==> src/hdl/ptar_pkg.sv <==
package ptar_pkg;

  // queue geometry
  localparam int QueueDepth = 64;
  localparam int PtrW       = $clog2(QueueDepth);
  localparam int SlotW      = 7;
  localparam int CntW       = 6;

  // fifo word layout
  localparam int WordBits = 24;
  localparam int DataBits = 19;
  localparam int TagBits  = 5;
  localparam int ChanBits = 19;
  localparam int SampleW  = 3 * ChanBits;

  // configuration port
  localparam int CfgIdxW  = 3;
  localparam int CfgDataW = 7;

  localparam logic [CfgIdxW-1:0] RegRouteMode   = 3'd0;
  localparam logic [CfgIdxW-1:0] RegShiftCh1    = 3'd1;
  localparam logic [CfgIdxW-1:0] RegShiftCh2    = 3'd2;
  localparam logic [CfgIdxW-1:0] RegShiftCh3    = 3'd3;
  localparam logic [CfgIdxW-1:0] RegQueueSlots  = 3'd4;
  localparam logic [CfgIdxW-1:0] RegQueueEnable = 3'd5;

  // item kinds
  localparam logic [1:0] KindWord  = 2'd0;
  localparam logic [1:0] KindPop   = 2'd1;
  localparam logic [1:0] KindClear = 2'd2;

  // route modes
  localparam logic [1:0] RouteRed = 2'd1;
  localparam logic [1:0] RouteIr  = 2'd2;

  // tags of a triple
  localparam logic [TagBits-1:0] TagFirst  = 5'd1;
  localparam logic [TagBits-1:0] TagSecond = 5'd2;
  localparam logic [TagBits-1:0] TagThird  = 5'd3;

  // commands from controller to datapath
  typedef struct packed {
    logic word_op;
    logic clear_op;
    logic nop_op;
    logic empty_op;
    logic pop_issue;
    logic pop_finish;
  } ptar_cmd_t;

  // status from datapath to controller
  typedef struct packed {
    logic count_zero;
  } ptar_status_t;

endpackage

==> src/hdl/ptar_ctrl.sv <==
module ptar_ctrl import ptar_pkg::*; (
  input  logic         clk_i,
  input  logic         rst_ni,
  input  logic         start,
  input  logic [1:0]   kind_i,
  input  ptar_status_t status_i,
  output ptar_cmd_t    cmd_o,
  output logic         busy
);

  typedef enum logic [1:0] {
    StIdle = 2'b01,
    StPop  = 2'b10
  } state_e;

  state_e state_q, state_d;

  // next state and commands
  always_comb begin
    state_d = state_q;
    cmd_o   = '0;
    busy    = 1'b0;
    unique case (state_q)
      StIdle: begin
        if (start) begin
          unique case (kind_i)
            KindWord:  cmd_o.word_op = 1'b1;
            KindPop: begin
              if (status_i.count_zero) begin
                cmd_o.empty_op = 1'b1;
              end else begin
                cmd_o.pop_issue = 1'b1;
                state_d         = StPop;
              end
            end
            KindClear: cmd_o.clear_op = 1'b1;
            default:   cmd_o.nop_op = 1'b1;
          endcase
        end
      end
      StPop: begin
        busy             = 1'b1;
        cmd_o.pop_finish = 1'b1;
        state_d          = StIdle;
      end
      default: begin
        state_d = StIdle;
      end
    endcase
  end

  // state register
  always_ff @(posedge clk_i or negedge rst_ni) begin
    if (!rst_ni) begin
      state_q <= StIdle;
    end else begin
      state_q <= state_d;
    end
  end

endmodule

==> src/hdl/ptar_datapath.sv <==
module ptar_datapath import ptar_pkg::*; (
  input  logic                clk_i,
  input  logic                rst_ni,
  input  ptar_cmd_t           cmd_i,
  output ptar_status_t        status_o,
  input  logic [WordBits-1:0] fifo_word_i,
  input  logic                burst_start_i,
  input  logic                cfg_we_i,
  input  logic [CfgIdxW-1:0]  cfg_idx_i,
  input  logic [CfgDataW-1:0] cfg_data_i,
  output logic                done_o,
  output logic                pop_valid_o,
  output logic [ChanBits-1:0] ppg_one_o,
  output logic [ChanBits-1:0] ppg_two_o,
  output logic [ChanBits-1:0] ppg_three_o,
  output logic                queue_empty_o,
  output logic                pushed_o,
  output logic                dropped_oldest_o,
  output logic [CntW-1:0]     stored_count_o
);

  // configuration registers
  logic [1:0]       route_q;
  logic [4:0]       sh1_q, sh2_q, sh3_q;
  logic [SlotW-1:0] slots_q;
  logic             qen_q;

  // deframer and queue state
  logic [ChanBits-1:0] ch1_q, ch2_q, ch3_q, ch1_d, ch2_d, ch3_d;
  logic                started_q, started_d, compl_q, compl_d;
  logic [PtrW-1:0]     wptr_q, wptr_d, rptr_q, rptr_d;
  logic [CntW-1:0]     cnt_q, cnt_d;
  logic [SampleW-1:0]  mem_q [QueueDepth];
  logic [SampleW-1:0]  rd_data_q;

  // result registers
  logic                done_q, pop_valid_q, empty_q, pushed_q, dropped_q;
  logic [ChanBits-1:0] res1_q, res2_q, res3_q;
  logic [CntW-1:0]     rcnt_q;

  logic [SlotW-1:0]    slots_use;
  logic [DataBits-1:0] val;
  logic [TagBits-1:0]  tag;
  logic                tag_ok, started0, compl0, push, drop;
  logic [1:0]          chan;
  logic [PtrW-1:0]     wnext, rnext;
  logic                cfg_q_write;

  // clamp slot count to the queue range
  always_comb begin
    priority if (slots_q < SlotW'(2)) begin
      slots_use = SlotW'(2);
    end else if (slots_q > SlotW'(QueueDepth)) begin
      slots_use = SlotW'(QueueDepth);
    end else begin
      slots_use = slots_q;
    end
  end

  function automatic logic [PtrW-1:0] next_ptr(input logic [PtrW-1:0] p,
                                               input logic [SlotW-1:0] s);
    logic [SlotW-1:0] inc;
    inc = SlotW'(p) + SlotW'(1);
    next_ptr = (inc >= s) ? '0 : inc[PtrW-1:0];
  endfunction

  assign val = fifo_word_i[DataBits-1:0];
  assign tag = fifo_word_i[DataBits +: TagBits];
  assign tag_ok = (tag == TagFirst) || (tag == TagSecond) || (tag == TagThird);

  // tag to channel mapping, 1..3
  always_comb begin
    priority if (route_q == RouteRed) begin
      chan = (tag == TagFirst) ? 2'd3 : (tag == TagSecond) ? 2'd2 : 2'd1;
    end else if (route_q == RouteIr) begin
      chan = (tag == TagFirst) ? 2'd2 : (tag == TagSecond) ? 2'd1 : 2'd3;
    end else begin
      chan = tag[1:0];
    end
  end

  // deframing of one fifo word
  always_comb begin
    started0 = burst_start_i ? 1'b0 : started_q;
    compl0   = burst_start_i ? 1'b0 : compl_q;
    ch1_d    = ch1_q;
    ch2_d    = ch2_q;
    ch3_d    = ch3_q;
    started_d = started0;
    compl_d   = compl0;
    if (tag_ok) begin
      priority if (chan == 2'd1) begin
        ch1_d = val >> sh1_q;
      end else if (chan == 2'd2) begin
        ch2_d = val >> sh2_q;
      end else begin
        ch3_d = val >> sh3_q;
      end
      if (tag == TagFirst) begin
        started_d = 1'b1;
      end
      if (tag == TagThird && started0) begin
        compl_d = 1'b1;
      end
    end
    push = compl_d && started_d && qen_q;
    if (push) begin
      started_d = 1'b0;
      compl_d   = 1'b0;
    end
  end

  // queue pointers and count
  assign wnext = next_ptr(wptr_q, slots_use);
  assign rnext = next_ptr(rptr_q, slots_use);
  assign drop  = (rptr_q == wnext);
  assign cfg_q_write = cfg_we_i &&
                       ((cfg_idx_i == RegQueueSlots) || (cfg_idx_i == RegQueueEnable));

  always_comb begin
    wptr_d = wptr_q;
    rptr_d = rptr_q;
    cnt_d  = cnt_q;
    priority if (cfg_q_write || cmd_i.clear_op) begin
      wptr_d = '0;
      rptr_d = '0;
      cnt_d  = '0;
    end else if (cmd_i.word_op && push) begin
      wptr_d = wnext;
      if (drop) begin
        rptr_d = rnext;
      end else begin
        cnt_d = cnt_q + CntW'(1);
      end
    end else if (cmd_i.pop_issue) begin
      rptr_d = rnext;
      cnt_d  = cnt_q - CntW'(1);
    end else begin
      cnt_d = cnt_q;
    end
  end

  assign status_o.count_zero = (cnt_q == '0);

  // configuration writes
  always_ff @(posedge clk_i or negedge rst_ni) begin
    if (!rst_ni) begin
      route_q <= '0;
      sh1_q   <= '0;
      sh2_q   <= '0;
      sh3_q   <= '0;
      slots_q <= SlotW'(QueueDepth);
      qen_q   <= 1'b0;
    end else if (cfg_we_i) begin
      unique case (cfg_idx_i)
        RegRouteMode:   route_q <= cfg_data_i[1:0];
        RegShiftCh1:    sh1_q   <= cfg_data_i[4:0];
        RegShiftCh2:    sh2_q   <= cfg_data_i[4:0];
        RegShiftCh3:    sh3_q   <= cfg_data_i[4:0];
        RegQueueSlots:  slots_q <= cfg_data_i[SlotW-1:0];
        RegQueueEnable: qen_q   <= cfg_data_i[0];
        default: begin
        end
      endcase
    end
  end

  // channel registers, flags and pointers
  always_ff @(posedge clk_i or negedge rst_ni) begin
    if (!rst_ni) begin
      ch1_q     <= '0;
      ch2_q     <= '0;
      ch3_q     <= '0;
      started_q <= 1'b0;
      compl_q   <= 1'b0;
      wptr_q    <= '0;
      rptr_q    <= '0;
      cnt_q     <= '0;
    end else begin
      if (cmd_i.word_op) begin
        ch1_q     <= ch1_d;
        ch2_q     <= ch2_d;
        ch3_q     <= ch3_d;
        started_q <= started_d;
        compl_q   <= compl_d;
      end
      wptr_q <= wptr_d;
      rptr_q <= rptr_d;
      cnt_q  <= cnt_d;
    end
  end

  // sample memory, one write and one registered read port
  always_ff @(posedge clk_i) begin
    if (cmd_i.word_op && push) begin
      mem_q[wptr_q] <= {ch3_d, ch2_d, ch1_d};
    end
    if (cmd_i.pop_issue) begin
      rd_data_q <= mem_q[rptr_q];
    end
  end

  // result word strobe
  always_ff @(posedge clk_i or negedge rst_ni) begin
    if (!rst_ni) begin
      done_q <= 1'b0;
    end else begin
      done_q <= cmd_i.word_op || cmd_i.clear_op || cmd_i.nop_op ||
                cmd_i.empty_op || cmd_i.pop_finish;
    end
  end

  // result word payload
  always_ff @(posedge clk_i) begin
    if (cmd_i.pop_finish) begin
      pop_valid_q <= 1'b1;
      res1_q      <= rd_data_q[ChanBits-1:0];
      res2_q      <= rd_data_q[ChanBits +: ChanBits];
      res3_q      <= rd_data_q[2*ChanBits +: ChanBits];
      empty_q     <= 1'b0;
      pushed_q    <= 1'b0;
      dropped_q   <= 1'b0;
      rcnt_q      <= cnt_q;
    end else begin
      pop_valid_q <= 1'b0;
      res1_q      <= '0;
      res2_q      <= '0;
      res3_q      <= '0;
      empty_q     <= cmd_i.empty_op;
      pushed_q    <= cmd_i.word_op && push;
      dropped_q   <= cmd_i.word_op && push && drop;
      rcnt_q      <= cnt_d;
    end
  end

  assign done_o           = done_q;
  assign pop_valid_o      = pop_valid_q;
  assign ppg_one_o        = res1_q;
  assign ppg_two_o        = res2_q;
  assign ppg_three_o      = res3_q;
  assign queue_empty_o    = empty_q;
  assign pushed_o         = pushed_q;
  assign dropped_oldest_o = dropped_q;
  assign stored_count_o   = rcnt_q;

endmodule

==> src/hdl/ppg_tag_assembler_ring_queue_unit.sv <==
// results: a fifo word, clear, empty pop or unknown kind gives its result word
//   with done_o in the cycle after it is taken; a pop of a stored sample is read
//   through the memory's registered read port, then the result registers
// throughput: one item per cycle; busy stalls new items while a stored pop finishes
// reset: config registers, flags, channel values, pointers and count clear, slots to 64;
//   memory and result payload are not cleared; results cannot be stalled by the receiver
module ppg_tag_assembler_ring_queue_unit import ptar_pkg::*; (
  input  logic                clk_i,
  input  logic                rst_ni,
  input  logic                start,
  output logic                busy,
  input  logic [1:0]          kind_i,
  input  logic [WordBits-1:0] fifo_word_i,
  input  logic                burst_start_i,
  input  logic                cfg_we_i,
  input  logic [CfgIdxW-1:0]  cfg_idx_i,
  input  logic [CfgDataW-1:0] cfg_data_i,
  output logic                done_o,
  output logic                pop_valid_o,
  output logic [ChanBits-1:0] ppg_one_o,
  output logic [ChanBits-1:0] ppg_two_o,
  output logic [ChanBits-1:0] ppg_three_o,
  output logic                queue_empty_o,
  output logic                pushed_o,
  output logic                dropped_oldest_o,
  output logic [CntW-1:0]     stored_count_o
);

  ptar_cmd_t    cmd;
  ptar_status_t status;

  // sequencer
  ptar_ctrl u_ctrl (
    .clk_i    (clk_i),
    .rst_ni   (rst_ni),
    .start    (start),
    .kind_i   (kind_i),
    .status_i (status),
    .cmd_o    (cmd),
    .busy     (busy)
  );

  // deframer, ring queue and result registers
  ptar_datapath u_datapath (
    .clk_i            (clk_i),
    .rst_ni           (rst_ni),
    .cmd_i            (cmd),
    .status_o         (status),
    .fifo_word_i      (fifo_word_i),
    .burst_start_i    (burst_start_i),
    .cfg_we_i         (cfg_we_i),
    .cfg_idx_i        (cfg_idx_i),
    .cfg_data_i       (cfg_data_i),
    .done_o           (done_o),
    .pop_valid_o      (pop_valid_o),
    .ppg_one_o        (ppg_one_o),
    .ppg_two_o        (ppg_two_o),
    .ppg_three_o      (ppg_three_o),
    .queue_empty_o    (queue_empty_o),
    .pushed_o         (pushed_o),
    .dropped_oldest_o (dropped_oldest_o),
    .stored_count_o   (stored_count_o)
  );

endmodule

==> config.mk <==
export PLATFORM = sky130hd
export DESIGN_NAME = ppg_tag_assembler_ring_queue_unit
export DESIGN_NICKNAME = d
export VERILOG_FILES = /design/src/hdl/ptar_pkg.sv /design/src/hdl/ptar_ctrl.sv /design/src/hdl/ptar_datapath.sv /design/src/hdl/ppg_tag_assembler_ring_queue_unit.sv
export SDC_FILE = /design/constraint.sdc
export NUM_CORES = 2
export LEC_CHECK = 0
export BUFFER_PORTS_ARGS = -buffer_cell sky130_fd_sc_hd__buf_2
export CORE_MARGIN = 2
export CORE_UTILIZATION = 40
export CTS_BUF_LIST = sky130_fd_sc_hd__clkbuf_16
export CTS_CLUSTER_DIAMETER = 120
export DETAILED_ROUTE_END_ITERATION = 8
export SYNTH_ARGS = -nofsm -noshare
export SYNTH_HDL_FRONTEND = slang
export SYNTH_SLANG_ARGS = --single-unit
==> constraint.sdc <==
create_clock -name clk_i -period 6.6 [get_ports clk_i]
set_clock_uncertainty 0.1 [all_clocks]
set_input_delay 1.65 -clock clk_i [delete_from_list [all_inputs] [get_ports clk_i]]
set_output_delay 1.65 -clock clk_i [all_outputs]
set_load 0.02 [all_outputs]
==> results.ini <==
[cts]
cts_buffer_depth = 4
postCtsSetupRepairBufs = 0
ctsResizeCount = 0
root_buffer = clkbuf_16
cts_max_level = 5
cts_tree = yes
clock-sinks = 3877
postCtsHoldBufs = 0
clk-insertion-delay-late_ns = 0.97
numCtsBuffers = 389
path_clk_slew_ns = 0.06

[cells_and_area]
nets = 6838
area_delta_synth_final_pct = 14.7
nFillCells = 30297
drive_gt1_share_pct = 33.4

[grt]
grt_pass1_wl_microns = 562000
antenna_found_initial = 39
grt-ovfl-total = 0
grt_max_degree = 95
first_global_vias = 71710
grt_use_total_pct = 20.9

[sta]
hold_violations = 0
max_slew.worst_pin.slew_ns = 1.31
fin_crit_sh_pct = 72.8
drv_slew = 0
setup_tns_ns = 0
max_freq_ghz = 0.208
post-route-min-period_ns = 4.81
max_slew_margin_pct = 12.0
rsz0062_at_grt = no
setup_viol = 0
worst_slack_ns = 1.79

[routing]
dr.pass1.iters = 5
viasPerCell = 5.86
ant_nets = 0
num_vias = 70840
remaining_drc_errors = 0
routed_wl_microns = 402000
first_iter_violations = 8822
avgRoutedWirePerCell_microns = 33.2

[floorplanning]
rows = 224
core_sq_mm = 0.372
start_util_pct = 40.2
ios = 110
die_area_sq_mm = 0.379
die_y_microns = 616
dieWidth_microns = 616

[yosys]
syn_nets = 6416
synth-edff-count = 3705
syn-instance-count = 6357
synth-main-ff-cell = edfxtp_1
syn_area_sq_mm = 0.150
yosys_warnings = 0
synth.ff_latch_count = 3877
synth.avg_cell_area_sq_um = 23.6
synth_seq_area_share_pct = 77.0
synthArstFlopShare_pct = 2.71
ys_types = 68

[pwr]
pwr_density_cell_mw_per_mm2 = 378
leakagePower_nw = 55.7
peakVddDrop_uv = 289

[placed_design]
dp_slack_ns = 0.843
dpl.hpwl_microns = 235000
place.gp.congestion = 0.829
place.port_buffers = 109

[worst_hold_path]
min_path_type = reg2reg

[setup_path]
worstPathRequired_ns = 7.09
worstPathMaxFanout = 45
cp-end-kind = register
startpoint_type = primary input
critical_path_class = in2reg
cp.arrival_ns = 5.29
regToRegSetupSlack_ns = 2.20

[outcome]
status = completed

[job]
cap_violations = 0

power breakdown:
group | total, mW | switching [mW] | leakage (nW) | internal [mW]
Clock | 21.6 | 9.37 | 6.43 | 12.3
Sequential | 28.5 | 0.504 | 37.4 | 28.0
Combinational | 14.7 | 7.93 | 11.8 | 6.77
Total | 64.9 | 17.8 | 55.7 | 47.1
metrics by stage:
stage / area [sq um] / total power [mW] / utilization (%) / hold slack [ns] / cells
final: 172000 / 64.9 / 46.1 / 0.340 / 12097
after global routing: 172000 / 66.9 / 46.1 / 0.354 / 12084
after CTS: 172000 / 65.6 / 46.1 / 0.342 / 12072
after detailed placement: 159000 / 44.0 / 42.7 / 0.327 / 11360
after global placement: 159000 / 43.9 / 42.7 / 0.323 / 11360
after floorplan: 150000 / 38.7 / - / 0.320 / 6357
worst max-delay path, stage by stage:
cell	delay, ns
buf_2	0.10
nor3_2	0.53
a41oi_1	0.22
nor3b_2	0.28
nand3_1	0.48
inv_1	0.30
buf_4	0.23
nand4_1	0.11
buf_4	0.27
nor2_4	0.51
buf_12	0.37
path summary, 6_finish.rpt:
| check | end | depth (start not counted) | from |
|---|---|---|---|
| worst min-delay path | u_datapath.ppg_three_o[4] | 1 | u_datapath.rd_data_q[42] |
| worst max-delay path | u_datapath.mem_q[39][19] | 11 | fifo_word_i[22] |
| min in group asynchronous | u_datapath.ch2_q[0] | 1 | rst_ni |
| worst max register to register | u_datapath.stored_count_o[0] | 13 | u_datapath.wptr_q[0] |
| worst min register to register | u_datapath.ppg_three_o[4] | 1 | u_datapath.rd_data_q[42] |
| max in group asynchronous | u_datapath.rptr_q[4] | 2 | rst_ni |
cell usage after synthesis, drive strengths merged, types with 2 or more instances:
cell type	n	area, sq um
a211oi	25	193
o21ai	61	305
mux2	82	923
clkbuf	177	664
o31a	2	17.5
o22ai	10	62.6
a221o	2	20.0
dfrtp	103	2580
nand4b	3	26.3
nor4bb	2	20.0
mux4	1214	27300
o31ai	12	90.1
dfxtp	67	1340
a31oi	4	25.0
nand2	198	743
mux2i	61	611
nor2b	17	106
nand3b	6	45.0
and2	59	369
buf	175	827
nand3	27	140
o211ai	2	15.0
nor3b	3	27.5
inv	19	71.3
xor2	4	35.0
o22a	2	17.5
a21oi	45	225
edfxtp	3705	111000
nand2b	12	75.1
nand4	2	12.5
ha	18	225
or3	9	56.3
a22o	25	219
nor4	6	37.5
dfstp	2	52.6
and3	4	30.0
a21o	7	52.6
clkinv	2	7.51
or2	5	31.3
a22oi	3	22.5
nor3	15	91.3
nor2	135	507
xnor2	11	96.3
placed cells by master, fill, tap and decap left out, types with 13 or more instances in the layout:
master	instances
a211oi_1	24
a21oi_1	45
a22o_2	17
and2_1	59
buf_12	92
buf_2	108
buf_4	182
bufinv_16	36
clkbuf_16	394
clkinv_1	73
clkinv_2	65
clkinvlp_4	19
dfrtp_1	97
dfxtp_1	67
diode_2	25
edfxtp_1	3705
ha_1	18
inv_1	110
mux2_2	81
mux2i_1	61
mux4_2	1214
nand2_1	196
nand3_1	25
nor2_1	71
nor2_4	64
nor2b_1	16
nor3_1	13
o21ai_0	37
o21ai_4	23
routing by layer:
| metal | GRT usage, % | share of wire (%) |
|---|---|---|
| met1 | 28.5 | 40 |
| met2 | 35.3 | 50 |
| met3 | 2.74 | 6.8 |
| met4 | 6.04 | 2.9 |
| met5 | 0 | 0 |
flip-flops by register name (all words and copies together), names as in the netlist, 7 cells and up:
register and cells:
u_datapath.ch3_q 19, u_datapath.rd_data_q 57, u_datapath.mem_q 3648, u_datapath.ppg_two_o 19, u_datapath.slots_q 7, u_datapath.ppg_one_o 19
u_datapath.ch2_q 19, u_datapath.ppg_three_o 19, u_datapath.ch1_q 19
logic make-up (layout without fill, tap and decap cells):
kind of cell	after synthesis	after routing	share of synthesized area, %
AO/OA/AOI/OAI	210	210	0.906
XOR/XNOR	15	15	0.0877
adder cells (fa/ha/maj)	18	18	0.150
buffers and inverters	373	1116	1.05
flip-flops	3877	3877	77.0
multiplexers	1357	1357	19.3
other	0	25	0
AND/OR/NAND/NOR	507	507	1.57
area by class of cell:
class / count / area (sq um) / share of cell area, %
antenna: 25 / 62.6 / 0.0364
clock buffer: 394 / 9860 / 5.74
clock inverter: 318 / 2630 / 1.53
inverter: 21 / 86.3 / 0.0503
multi-input combinational: 2107 / 33900 / 19.7
sequential: 3877 / 115000 / 67.1
tap: 4972 / 6220 / 3.62
timing repair buffer: 383 / 3760 / 2.19
No activity file was read; power rests on OpenSTA's default activity.
